[src/hw/rtl/bale_pkg.sv]
// shared types and constants of the bounded array list engine
// no dependencies
package bale_pkg;

    // field widths
    localparam int CMD_W    = 3;
    localparam int POS_W    = 5;
    localparam int ID_W     = 32;
    localparam int AGE_W    = 8;
    localparam int ST_W     = 3;
    localparam int FPOS_W   = 4;
    localparam int OAGE_W   = 9;
    localparam int LCNT_W   = 5;
    localparam int S_DATA_W = 48;
    localparam int M_DATA_W = 56;

    // command codes
    localparam logic [CMD_W-1:0] CMD_INSERT   = 3'd0;
    localparam logic [CMD_W-1:0] CMD_DELETE   = 3'd1;
    localparam logic [CMD_W-1:0] CMD_LOCATE   = 3'd2;
    localparam logic [CMD_W-1:0] CMD_RETRIEVE = 3'd3;
    localparam logic [CMD_W-1:0] CMD_SORTED   = 3'd4;
    localparam logic [CMD_W-1:0] CMD_CLEAR    = 3'd5;

    // status codes
    localparam logic [ST_W-1:0] ST_OK       = 3'd0;
    localparam logic [ST_W-1:0] ST_FULL     = 3'd1;
    localparam logic [ST_W-1:0] ST_BADPOS   = 3'd2;
    localparam logic [ST_W-1:0] ST_EMPTY    = 3'd3;
    localparam logic [ST_W-1:0] ST_NOTFOUND = 3'd4;

    // sequencer states
    typedef enum logic [2:0] {
        S_IDLE,
        S_SCAN,
        S_SHIFT_UP,
        S_SHIFT_DN,
        S_PUT,
        S_FETCH,
        S_FETCH_WAIT,
        S_DONE
    } t_state;

    // compare unit request and result
    typedef struct packed {
        logic [ID_W-1:0] stored_id;
        logic [ID_W-1:0] key;
        logic            by_order;
    } t_cmp_req;

    typedef struct packed {
        logic eq;
        logic lt;
        logic hit;
    } t_cmp_res;

endpackage

[src/hw/rtl/bale_cmp.sv]
// shared id compare unit: equality, signed less-than and the scan hit
// depends on bale_pkg
module bale_cmp (
    input  bale_pkg::t_cmp_req i_req,
    output bale_pkg::t_cmp_res o_res
);

    // locate stops on an equal id, sorted insert on the first id not below the key
    always_comb begin
        o_res.eq  = (i_req.stored_id == i_req.key);
        o_res.lt  = ($signed(i_req.stored_id) < $signed(i_req.key));
        o_res.hit = i_req.by_order ? !o_res.lt : o_res.eq;
    end

endmodule

[src/hw/rtl/bounded_array_list_engine.sv]
// Bounded array list engine.
// Input stream: one request per item, tuser carries the command, tdata the position, id
// and age. Output stream: exactly one result per request with status, locate position,
// retrieved id and age, and the entry count after the operation.
// A request is taken only while the sequencer is idle; o_s_axis_tready drops for the
// whole operation. Entries live in a single-port-write, registered-read memory; every
// walk goes one entry per cycle through it, and scans also use the shared compare unit.
// The memory takes one read and one write per cycle.
// Reset empties the list (count zero, nothing pending); memory contents are not cleared.
// A finished result waits in the output register while the receiver stalls; the next
// request can be taken and worked on meanwhile, and only its own completion waits for
// the output register to free up.
// depends on bale_pkg and bale_cmp
module bounded_array_list_engine #(
    parameter int CAPACITY = 16
) (
    input  logic                          i_clk,
    input  logic                          i_rst_n,
    // request stream
    input  logic                          i_s_axis_tvalid,
    output logic                          o_s_axis_tready,
    // tdata from bit 0: position[4:0], entry_id[36:5], entry_age[44:37], zero pad
    input  logic [bale_pkg::S_DATA_W-1:0] i_s_axis_tdata,
    // tuser: cmd[2:0]
    input  logic [bale_pkg::CMD_W-1:0]    i_s_axis_tuser,
    // result stream
    output logic                          o_m_axis_tvalid,
    input  logic                          i_m_axis_tready,
    // tdata from bit 0: status[2:0], found_position[6:3], out_id[38:7],
    // out_age[47:39], list_count[52:48], zero pad
    output logic [bale_pkg::M_DATA_W-1:0] o_m_axis_tdata
);

    localparam int CW       = $clog2(CAPACITY + 1);
    localparam int IW       = (CAPACITY > 1) ? $clog2(CAPACITY) : 1;
    localparam int CMPW     = (CW > bale_pkg::POS_W) ? CW : bale_pkg::POS_W;
    localparam int EW       = bale_pkg::ID_W + bale_pkg::AGE_W;
    localparam int ID_LO    = bale_pkg::POS_W;
    localparam int AGE_LO   = ID_LO + bale_pkg::ID_W;
    localparam int M_USED_W = bale_pkg::ST_W + bale_pkg::FPOS_W + bale_pkg::ID_W
                              + bale_pkg::OAGE_W + bale_pkg::LCNT_W;
    localparam logic [CMPW-1:0] CAP_EXT = CMPW'(CAPACITY);

    // control state
    bale_pkg::t_state r_state, n_state;
    logic [CW-1:0]    r_count, n_count;
    logic             r_pend, n_pend;
    logic             r_out_valid, n_out_valid;

    // request and walk registers
    logic [bale_pkg::CMD_W-1:0]  r_cmd, n_cmd;
    logic [CMPW-1:0]             r_pos, n_pos;
    logic [bale_pkg::ID_W-1:0]   r_key, n_key;
    logic [bale_pkg::AGE_W-1:0]  r_age, n_age;
    logic [CW-1:0]               r_idx, n_idx;
    logic [CW-1:0]               r_left, n_left;
    logic [CW-1:0]               r_wa, n_wa;
    logic [CW-1:0]               r_tgt, n_tgt;

    // result and output registers
    logic [bale_pkg::ST_W-1:0]   r_st, n_st;
    logic [bale_pkg::FPOS_W-1:0] r_fp, n_fp;
    logic [bale_pkg::ID_W-1:0]   r_oid, n_oid;
    logic [bale_pkg::OAGE_W-1:0] r_oage, n_oage;
    logic [bale_pkg::M_DATA_W-1:0] r_out_data, n_out_data;

    // entry memory
    logic [EW-1:0] mem [CAPACITY];
    logic [EW-1:0] r_rd_data;
    logic          rd_en;
    logic [IW-1:0] rd_addr;
    logic          wr_en;
    logic [IW-1:0] wr_addr;
    logic [EW-1:0] wr_data;

    // request fields
    logic [bale_pkg::CMD_W-1:0] in_cmd;
    logic [CMPW-1:0]            in_pos_ext;
    logic [CW-1:0]              in_pos_cw;
    logic [CMPW-1:0]            cnt_ext;
    logic                       in_take;

    bale_pkg::t_cmp_req cmp_req;
    bale_pkg::t_cmp_res cmp_res;

    assign in_cmd     = i_s_axis_tuser;
    assign in_pos_ext = CMPW'(i_s_axis_tdata[bale_pkg::POS_W-1:0]);
    assign in_pos_cw  = in_pos_ext[CW-1:0];
    assign cnt_ext    = CMPW'(r_count);
    assign in_take    = i_s_axis_tvalid && (r_state == bale_pkg::S_IDLE);

    assign o_s_axis_tready = (r_state == bale_pkg::S_IDLE);
    assign o_m_axis_tvalid = r_out_valid;
    assign o_m_axis_tdata  = r_out_data;

    // shared compare unit against the entry just read
    assign cmp_req.stored_id = r_rd_data[EW-1:bale_pkg::AGE_W];
    assign cmp_req.key       = r_key;
    assign cmp_req.by_order  = (r_cmd == bale_pkg::CMD_SORTED);

    bale_cmp u_cmp (
        .i_req (cmp_req),
        .o_res (cmp_res)
    );

    // sequencer next state and memory controls
    always_comb begin
        n_state     = r_state;
        n_count     = r_count;
        n_pend      = r_pend;
        n_out_valid = r_out_valid;
        n_cmd       = r_cmd;
        n_pos       = r_pos;
        n_key       = r_key;
        n_age       = r_age;
        n_idx       = r_idx;
        n_left      = r_left;
        n_wa        = r_wa;
        n_tgt       = r_tgt;
        n_st        = r_st;
        n_fp        = r_fp;
        n_oid       = r_oid;
        n_oage      = r_oage;
        n_out_data  = r_out_data;
        rd_en       = 1'b0;
        rd_addr     = r_idx[IW-1:0];
        wr_en       = 1'b0;
        wr_addr     = r_wa[IW-1:0];
        wr_data     = r_rd_data;

        // receiver takes the waiting result
        if (r_out_valid && i_m_axis_tready) begin
            n_out_valid = 1'b0;
        end

        case (r_state)
            bale_pkg::S_IDLE: begin
                if (in_take) begin
                    n_cmd  = in_cmd;
                    n_pos  = in_pos_ext;
                    n_key  = i_s_axis_tdata[AGE_LO-1:ID_LO];
                    n_age  = i_s_axis_tdata[AGE_LO+bale_pkg::AGE_W-1:AGE_LO];
                    n_st   = bale_pkg::ST_OK;
                    n_fp   = '0;
                    n_oid  = '0;
                    n_oage = '0;
                    n_pend = 1'b0;
                    n_idx  = '0;
                    n_state = bale_pkg::S_DONE;
                    case (in_cmd)
                        bale_pkg::CMD_INSERT: begin
                            if (cnt_ext >= CAP_EXT) begin
                                n_st = bale_pkg::ST_FULL;
                            end else if (in_pos_ext > cnt_ext) begin
                                n_st = bale_pkg::ST_BADPOS;
                            end else begin
                                n_tgt   = in_pos_cw;
                                n_idx   = r_count - CW'(1);
                                n_left  = r_count - in_pos_cw;
                                n_state = bale_pkg::S_SHIFT_UP;
                            end
                        end
                        bale_pkg::CMD_DELETE: begin
                            if (r_count == '0) begin
                                n_st = bale_pkg::ST_EMPTY;
                            end else if (in_pos_ext >= cnt_ext) begin
                                n_st = bale_pkg::ST_BADPOS;
                            end else begin
                                n_idx   = in_pos_cw + CW'(1);
                                n_left  = r_count - in_pos_cw - CW'(1);
                                n_state = bale_pkg::S_SHIFT_DN;
                            end
                        end
                        bale_pkg::CMD_LOCATE: begin
                            n_state = bale_pkg::S_SCAN;
                        end
                        bale_pkg::CMD_RETRIEVE: begin
                            if (in_pos_ext >= cnt_ext) begin
                                n_st   = bale_pkg::ST_BADPOS;
                                n_oid  = '1;
                                n_oage = '1;
                            end else begin
                                n_state = bale_pkg::S_FETCH;
                            end
                        end
                        bale_pkg::CMD_SORTED: begin
                            if (cnt_ext >= CAP_EXT) begin
                                n_st = bale_pkg::ST_FULL;
                            end else begin
                                n_state = bale_pkg::S_SCAN;
                            end
                        end
                        bale_pkg::CMD_CLEAR: begin
                            n_count = '0;
                        end
                        default: begin
                        end
                    endcase
                end
            end

            // one read per cycle, hit checked on the data of the previous read
            bale_pkg::S_SCAN: begin
                if (r_pend && cmp_res.hit) begin
                    n_pend = 1'b0;
                    if (r_cmd == bale_pkg::CMD_SORTED) begin
                        n_tgt   = r_wa;
                        n_idx   = r_count - CW'(1);
                        n_left  = r_count - r_wa;
                        n_state = bale_pkg::S_SHIFT_UP;
                    end else begin
                        n_fp    = bale_pkg::FPOS_W'(r_wa);
                        n_state = bale_pkg::S_DONE;
                    end
                end else if (!r_pend && (r_idx >= r_count)) begin
                    if (r_cmd == bale_pkg::CMD_SORTED) begin
                        n_tgt   = r_count;
                        n_state = bale_pkg::S_PUT;
                    end else begin
                        n_st    = bale_pkg::ST_NOTFOUND;
                        n_state = bale_pkg::S_DONE;
                    end
                end else if (r_idx < r_count) begin
                    rd_en  = 1'b1;
                    n_wa   = r_idx;
                    n_idx  = r_idx + CW'(1);
                    n_pend = 1'b1;
                end else begin
                    n_pend = 1'b0;
                end
            end

            // move entries one place up, from the tail down to the target
            bale_pkg::S_SHIFT_UP: begin
                wr_en = r_pend;
                if (r_left != '0) begin
                    rd_en  = 1'b1;
                    n_wa   = r_idx + CW'(1);
                    n_idx  = r_idx - CW'(1);
                    n_left = r_left - CW'(1);
                    n_pend = 1'b1;
                end else begin
                    n_pend = 1'b0;
                    if (!r_pend) begin
                        n_state = bale_pkg::S_PUT;
                    end
                end
            end

            // move entries one place down, from behind the position to the tail
            bale_pkg::S_SHIFT_DN: begin
                wr_en = r_pend;
                if (r_left != '0) begin
                    rd_en  = 1'b1;
                    n_wa   = r_idx - CW'(1);
                    n_idx  = r_idx + CW'(1);
                    n_left = r_left - CW'(1);
                    n_pend = 1'b1;
                end else begin
                    n_pend = 1'b0;
                    if (!r_pend) begin
                        n_count = r_count - CW'(1);
                        n_state = bale_pkg::S_DONE;
                    end
                end
            end

            // write the new entry into the opened slot
            bale_pkg::S_PUT: begin
                wr_en   = 1'b1;
                wr_addr = r_tgt[IW-1:0];
                wr_data = {r_key, r_age};
                n_count = r_count + CW'(1);
                n_state = bale_pkg::S_DONE;
            end

            bale_pkg::S_FETCH: begin
                rd_en   = 1'b1;
                rd_addr = r_pos[IW-1:0];
                n_state = bale_pkg::S_FETCH_WAIT;
            end

            bale_pkg::S_FETCH_WAIT: begin
                n_oid   = r_rd_data[EW-1:bale_pkg::AGE_W];
                n_oage  = {1'b0, r_rd_data[bale_pkg::AGE_W-1:0]};
                n_state = bale_pkg::S_DONE;
            end

            // hand the result over once the output register is free
            bale_pkg::S_DONE: begin
                if (!r_out_valid || i_m_axis_tready) begin
                    n_out_valid = 1'b1;
                    n_out_data  = {{(bale_pkg::M_DATA_W-M_USED_W){1'b0}},
                                   bale_pkg::LCNT_W'(r_count), r_oage, r_oid, r_fp, r_st};
                    n_state     = bale_pkg::S_IDLE;
                end
            end

            default: begin
                n_state = bale_pkg::S_IDLE;
            end
        endcase
    end

    // control registers
    always_ff @(posedge i_clk) begin
        if (!i_rst_n) begin
            r_state     <= bale_pkg::S_IDLE;
            r_count     <= '0;
            r_pend      <= 1'b0;
            r_out_valid <= 1'b0;
        end else begin
            r_state     <= n_state;
            r_count     <= n_count;
            r_pend      <= n_pend;
            r_out_valid <= n_out_valid;
        end
    end

    // payload registers
    always_ff @(posedge i_clk) begin
        r_cmd      <= n_cmd;
        r_pos      <= n_pos;
        r_key      <= n_key;
        r_age      <= n_age;
        r_idx      <= n_idx;
        r_left     <= n_left;
        r_wa       <= n_wa;
        r_tgt      <= n_tgt;
        r_st       <= n_st;
        r_fp       <= n_fp;
        r_oid      <= n_oid;
        r_oage     <= n_oage;
        r_out_data <= n_out_data;
    end

    // entry memory write port
    always_ff @(posedge i_clk) begin
        if (wr_en) begin
            mem[wr_addr] <= wr_data;
        end
    end

    // entry memory registered read port
    always_ff @(posedge i_clk) begin
        if (rd_en) begin
            r_rd_data <= mem[rd_addr];
        end
    end

endmodule

[config.mk]
export PLATFORM = sky130hd
export DESIGN_NAME = bounded_array_list_engine
export DESIGN_NICKNAME = d
export VERILOG_FILES = /design/src/hw/rtl/bale_pkg.sv /design/src/hw/rtl/bale_cmp.sv /design/src/hw/rtl/bounded_array_list_engine.sv
export SDC_FILE = /design/constraint.sdc
export NUM_CORES = 1
export LEC_CHECK = 0
export BUFFER_PORTS_ARGS = -buffer_cell sky130_fd_sc_hd__buf_2
export CAP_MARGIN = 20
export CORE_ASPECT_RATIO = 0.8
export CORE_MARGIN = 2
export CORE_UTILIZATION = 57
export DETAILED_ROUTE_END_ITERATION = 8
export GPL_TIMING_DRIVEN = 1
export HOLD_SLACK_MARGIN = 0.06
export PLACE_DENSITY = 0.74
export SLEW_MARGIN = 20
export SYNTH_ARGS = -nofsm -noshare
export SYNTH_HDL_FRONTEND = slang
export SYNTH_SLANG_ARGS = --single-unit
[constraint.sdc]
create_clock -name i_clk -period 6 [get_ports i_clk]
set_input_delay 1.2 -clock i_clk [delete_from_list [all_inputs] [get_ports i_clk]]
set_output_delay 1.2 -clock i_clk [all_outputs]
set_load 0.1 [all_outputs]
==> Word level (Yosys, flattened, before mapping) <==
Memories as Yosys holds them, arrays and structs flattened. A register that Yosys moved wholly into a read port is not among the register bits.
Index checks and enable logic that the tools add are counted.
{ "classes": {"addsub": 9, "order_cmp": 6, "eq_ne": 43, "n_mux": 101, "n_reduce_logical": 32} }
{ "op_table": {"columns": ["operator", "n"], "rows": [
  ["2-to-1 mux 5 bit", 26],
  ["2-to-1 mux 32 bit", 3],
  ["one-hot mux 32 bit (2 select lines)", 1],
  ["2-to-1 mux 3 bit", 18],
  ["2-to-1 mux 4 bit", 13],
  ["one-hot mux 5 bit (3 select lines)", 3],
  ["2-to-1 mux 40 bit", 1],
  ["== test 32 bit", 1],
  ["less-than comparator 32 bit", 1],
  ["inequality test 2 bit (second input constant)", 15],
  ["2-to-1 mux 9 bit", 3],
  ["== test 3 bit (second input constant)", 7],
  ["inequality test 3 bit (second input constant)", 7],
  ["one-hot mux 3 bit (7 select lines)", 1],
  ["AND reduction 7 bit", 3],
  ["one-hot mux 5 bit (2 select lines)", 2],
  ["one-hot mux 5 bit (4 select lines)", 1],
  ["subtractor 5 x 1 -> 5 bit (second input constant)", 4],
  ["one-hot mux 9 bit (2 select lines)", 1],
  ["one-hot mux 4 bit (2 select lines)", 2],
  ["adder 5 x 1 -> 5 bit (second input constant)", 3],
  ["one-hot mux 3 bit (5 select lines)", 1],
  ["2-to-1 mux 1 bit", 14],
  ["== test 3 x 2 -> 1 bit (second input constant)", 4],
  ["other kinds (30)", 56]
]} }
{ "word_totals": {"ff_bits": 177, "ramBits": 640, "inputBits": 55, "output_inout_bits": 58, "word_cells": 209, "n_memories": 1} }
{ "mem_list": {"columns": ["name", "depth", "width", "rd", "rd_clocked_by_memory_dff", "write_ports", "line_no", "source"], "rows": [
  ["mem", 16, 40, 1, 1, 1, "bounded_array_list_engine.sv:68", "logic [EW-1:0] mem [CAPACITY];"]
]} }

==> Depth between registers and ports, before layout <==
{ "depth": {"word_depth": 7, "mapped_depth": 11, "depth_no_buf": 10} }

==> Modules after synthesis <==
Synthesis repeated with hierarchy kept, for this count alone.
{ "unflattened": {"cells_unflattened": 2461, "area_unflattened_um2": 35515.3} }
{ "by_module_without_submodules": {"columns": ["module", "instances", "cells_per_inst", "area_per_inst_um2", "seq_area_each_um2"], "rows": [
  ["bounded_array_list_engine", 1, 2339, 34663.2, 25634.6],
  ["bale_cmp", 1, 122, 852.1, 0.0]
]} }

==> Worst setup path before layout <==
Ideal clock, no wire load.
{ "synth_path": {"path_type": "input to register", "start": "input i_m_axis_tready", "end": "register r_state[1]", "setup_time_ps": 144, "arrival_ps": 3885, "required_ps": 5856, "slack_ps": 1971, "cell_stages": 5, "path_cell_list": "nor2b_1 nor2_1 a211o_1 a31o_2 a311oi_2"} }
{ "synth_via": {"elab_chain_cells": 3} }
{ "synth_rtl": {"columns": ["element", "line_no", "source"], "rows": [
  ["start, declared", "bounded_array_list_engine.sv:28", "input logic i_m_axis_tready,"],
  ["logical OR 1 bit", "bounded_array_list_engine.sv:291", "if (!r_out_valid || i_m_axis_tready) begin"],
  ["inequality test 2 bit (no source line)", null, null],
  ["AND reduction 7 bit (no source line)", null, null],
  ["end signal, assigned", "bounded_array_list_engine.sv:308", "r_state <= bale_pkg::S_IDLE;"],
  ["end signal, assigned", "bounded_array_list_engine.sv:313", "r_state <= n_state;"],
  ["end, declared", "bounded_array_list_engine.sv:45", "bale_pkg::t_state r_state, n_state;"]
]} }
Every way passes these cells.
A chain may end at the register's enable or synchronous reset.

==> Worst setup path after layout <==
{ "layout_path": {"start": "register r_state[0]", "end": "register r_rd_data[31] (read register of mem) (data pin)"} }
{ "layout_via": {"elab_chain_cells": 3} }
{ "layout_rtl": {"columns": ["element", "line_no", "source"], "rows": [
  ["== test 3 x 2 -> 1 bit", "bounded_array_list_engine.sv:136", "case (r_state)"],
  ["OR reduction 2 bit (no source line)", null, null],
  ["one-hot mux 1 bit (3 select lines)", "bounded_array_list_engine.sv:136", null],
  ["end, declared", "bounded_array_list_engine.sv:69", "logic [EW-1:0] r_rd_data;"]
]} }
Several ways; a longest one is shown, not always the timed one.

==> results.json <==
{
  "status": "finished clean",
  "drive_above_1_share_pct": 12.75,
  "hpwl_mm": 47.04,
  "arrival_ns": 4.98,
  "clock_latency_ns": 0.64,
  "multi_input_comb_area_mm2": 0.009183,
  "drv_slew": 0,
  "busiest_layer": "met2",
  "die_height_um": 227.2,
  "portBuffers": 106,
  "slew_headroom_pct": 30.67,
  "cts.clk_slew.worst_paths_ns": 0.07,
  "required_ns": 6.42,
  "routed_wl_mm": 84.98,
  "startpoint_type": "flop",
  "grtUsageMet3_pct": 4.770,
  "place_area_mm2": 0.03724,
  "cp-end-kind": "flop",
  "fin_crit_ns": 4.565,
  "synthArstFlopShare_pct": 0,
  "die_w_um": 283.1,
  "rsz0062_at_grt": "false",
  "place_congestion": 0.8682,
  "antenna_found_initial": 0,
  "clockPowerShare_pct": 24.9,
  "cts_tree": "yes",
  "layout.nets": 2771,
  "grt_max_degree": 161,
  "holdWs_ns": 0.4175,
  "grt_use_total_pct": 26.22,
  "final_area_mm2": 0.03995,
  "wire_per_inst_um": 23.93,
  "cp_max_fo": 153,
  "synth-seq-area-share_pct": 72.19,
  "ys_ff_latch": 857,
  "cts_hold_buffers": 0,
  "hp-class": "reg -> reg",
  "report.final.hold_viol_count": 0,
  "routed_via_density": 6.295,
  "worst_pin_slew_ns": 1.035,
  "area_growth_pct": 12.52,
  "die_area_mm2": 0.06432,
  "ir_worst_vdd_uv": 391.6,
  "start_util_pct": 57.91,
  "crit_type": "reg -> reg",
  "rows": 81,
  "synth-edff-count": 847,
  "h-tree-depth": 3,
  "synth_warnings": 0,
  "cts_root_buf": "clkbuf_16",
  "synth_ff_type": "edfxtp_1",
  "overflow": 0,
  "postCtsSetupBuffers": 0,
  "drt-initial-drc-count": 2562,
  "p_seq_share_pct": 42.3,
  "grtUsageMet1_pct": 36.80,
  "cts.sinks": 857,
  "power_density_mw_per_mm2": 524.7,
  "regArea_mm2": 0.02563,
  "core_area_mm2": 0.06132,
  "nFillCells": 4217,
  "syn_avg_cell_area_um2": 13.83,
  "power_uw": 20960,
  "setup_tns_ns": 0,
  "use_met2_pct": 42.51,
  "route.antenna.remaining_nets": 0,
  "power_switching_uw": 7503,
  "leakagePower_uw": 0.01376,
  "swShare_pct": 35.79,
  "dr.pass1.iters": 6,
  "num_vias": 22360,
  "clock_path_buffers": 3,
  "fin_skew_ns": 0.02849,
  "cts_resized": 0,
  "synthDistinctLibCells": 71,
  "setup_viol_count_final": 0,
  "first_global_vias": 21490,
  "grt_pass1_wl_mm": 127.5,
  "pin_count": 113,
  "fmax_ghz": 0.2191,
  "internal_power_uw": 13460,
  "cts_buffers": 81,
  "syn_area_mm2": 0.03551,
  "drc": 0,
  "p_comb_share_pct": 32.8,
  "maxCapViolCount": 0,
  "fin_crit_sh_pct": 76.08,
  "synth_cells": 2568
}
==> metal layers <==
layer  routed length (um)  part of all wire (%)  up-vias
met5                    0                     0        -
met4                 1918                   2.3        0
met3                 8329                   9.8      143
met2                40450                    48     1147
met1                34290                    40    11130
li1                     -                     -     9942
==> power by group through the flow <==
stage | combinational (uW) | clock (uW) | sequential [uW]
floorplan | 4560 | 0 | 8880
global placement | 6420 | 0 | 8940
detailed placement | 6700 | 0 | 8970
CTS | 6780 | 5280 | 8850
global route | 7490 | 5490 | 8920
finish | 6870 | 5220 | 8870
==> layout make-up <==
class / count / share of cell area (%)
inverter: 66 / 0.6201
multi-input combinational: 1476 / 22.98
sequential: 857 / 64.16
antenna: 1 / 0.006263
tap: 830 / 2.599
clock inverter: 52 / 1.491
clock buffer: 93 / 5.289
timing repair buffer: 177 / 2.850
==> worst max-delay path: stages (launching register included) <==
cell and delay, ns:
dfxtp_1 0.98, nor2b_4 0.39, nand2_2 0.25, mux2_8 0.93, buf_12 0.46, and2_1 0.20
a211oi_1 0.06, a311oi_1 0.38, a21oi_1 0.14, a21oi_1 0.40
==> cell usage in the layout (no fill, tap or decap), types with 65 or more instances in the layout <==
cell	n
edfxtp_1	847
a21oi_1	113
inv_1	65
nand2_1	419
and2_1	131
a211oi_1	207
clkbuf_16	82
a31oi_1	88
buf_2	106
buf_4	65
a311oi_1	80
==> kinds of logic after synthesis <==
family                   after synthesis  synth area share (%)
flip-flops                           857                 72.19
XOR/XNOR                              30                0.7400
adder cells (fa/ha/maj)               57                 2.051
buffers and inverters                237                 2.604
AND/OR/NAND/NOR                      718                 9.327
AO/OA/AOI/OAI                        654                 12.67
other                                  1               0.01056
multiplexers                          14                0.4052
==> stage by stage <==
stage,setup WS (ns),utilization [%],instances
3_3_place_gp,1.691,60.72,3406
4_1_cts,1.601,65.15,3551
5_1_grt,1.300,65.16,3551
2_1_floorplan,1.971,-,2570
3_5_place_dp,1.711,60.73,3406
6_report,1.435,65.16,3552
==> sequential cells by signal, indices dropped and copies added (netlist names) <==
register / count
r_pend: 1
r_state: 3
r_st: 3
r_age: 8
o_m_axis_tvalid: 1
r_idx: 5
r_left: 5
r_cmd: 3
r_oid: 32
mem: 640
r_wa: 5
r_rd_data: 40
r_pos: 4
cnt_ext: 5
r_key: 32
o_m_axis_tdata: 53
r_fp: 4
r_oage: 9
r_tgt: 4
==> final timing paths <==
kind / start / end / slack (ns) / depth (start not counted)
max reg2reg: r_state[0]$_SDFFE_PN0P_ / r_rd_data[31]$_DFFE_PP_ / 1.44 / 9
max: r_state[0]$_SDFFE_PN0P_ / r_rd_data[31]$_DFFE_PP_ / 1.44 / 9
min: r_oid[1]$_DFFE_PP_ / o_m_axis_tdata[8]$_DFFE_PP_ / 0.42 / 0
min reg2reg: r_oid[1]$_DFFE_PP_ / o_m_axis_tdata[8]$_DFFE_PP_ / 0.42 / 0
==> Yosys cell counts (7+ instances only) <==
cell | n | share of area [%]
a211oi_1 | 207 | 4.4
a21o_1 | 46 | 0.97
a21oi_1 | 113 | 1.6
a311oi_1 | 80 | 2.0
a31oi_1 | 88 | 1.6
and2_0 | 32 | 0.56
and2_1 | 131 | 2.3
buf_2 | 13 | 0.18
clkbuf_1 | 149 | 1.6
dfxtp_1 | 10 | 0.56
edfxtp_1 | 847 | 72
ha_1 | 55 | 1.9
inv_1 | 66 | 0.70
mux2i_1 | 11 | 0.31
nand2_1 | 420 | 4.4
nand3_1 | 14 | 0.20
nand4_1 | 8 | 0.14
nor2_1 | 53 | 0.56
nor3_1 | 21 | 0.30
o21ai_0 | 68 | 0.96
o22ai_1 | 7 | 0.12
xnor2_1 | 22 | 0.54
xor2_1 | 8 | 0.20
Power figures use the tool's default switching activity.
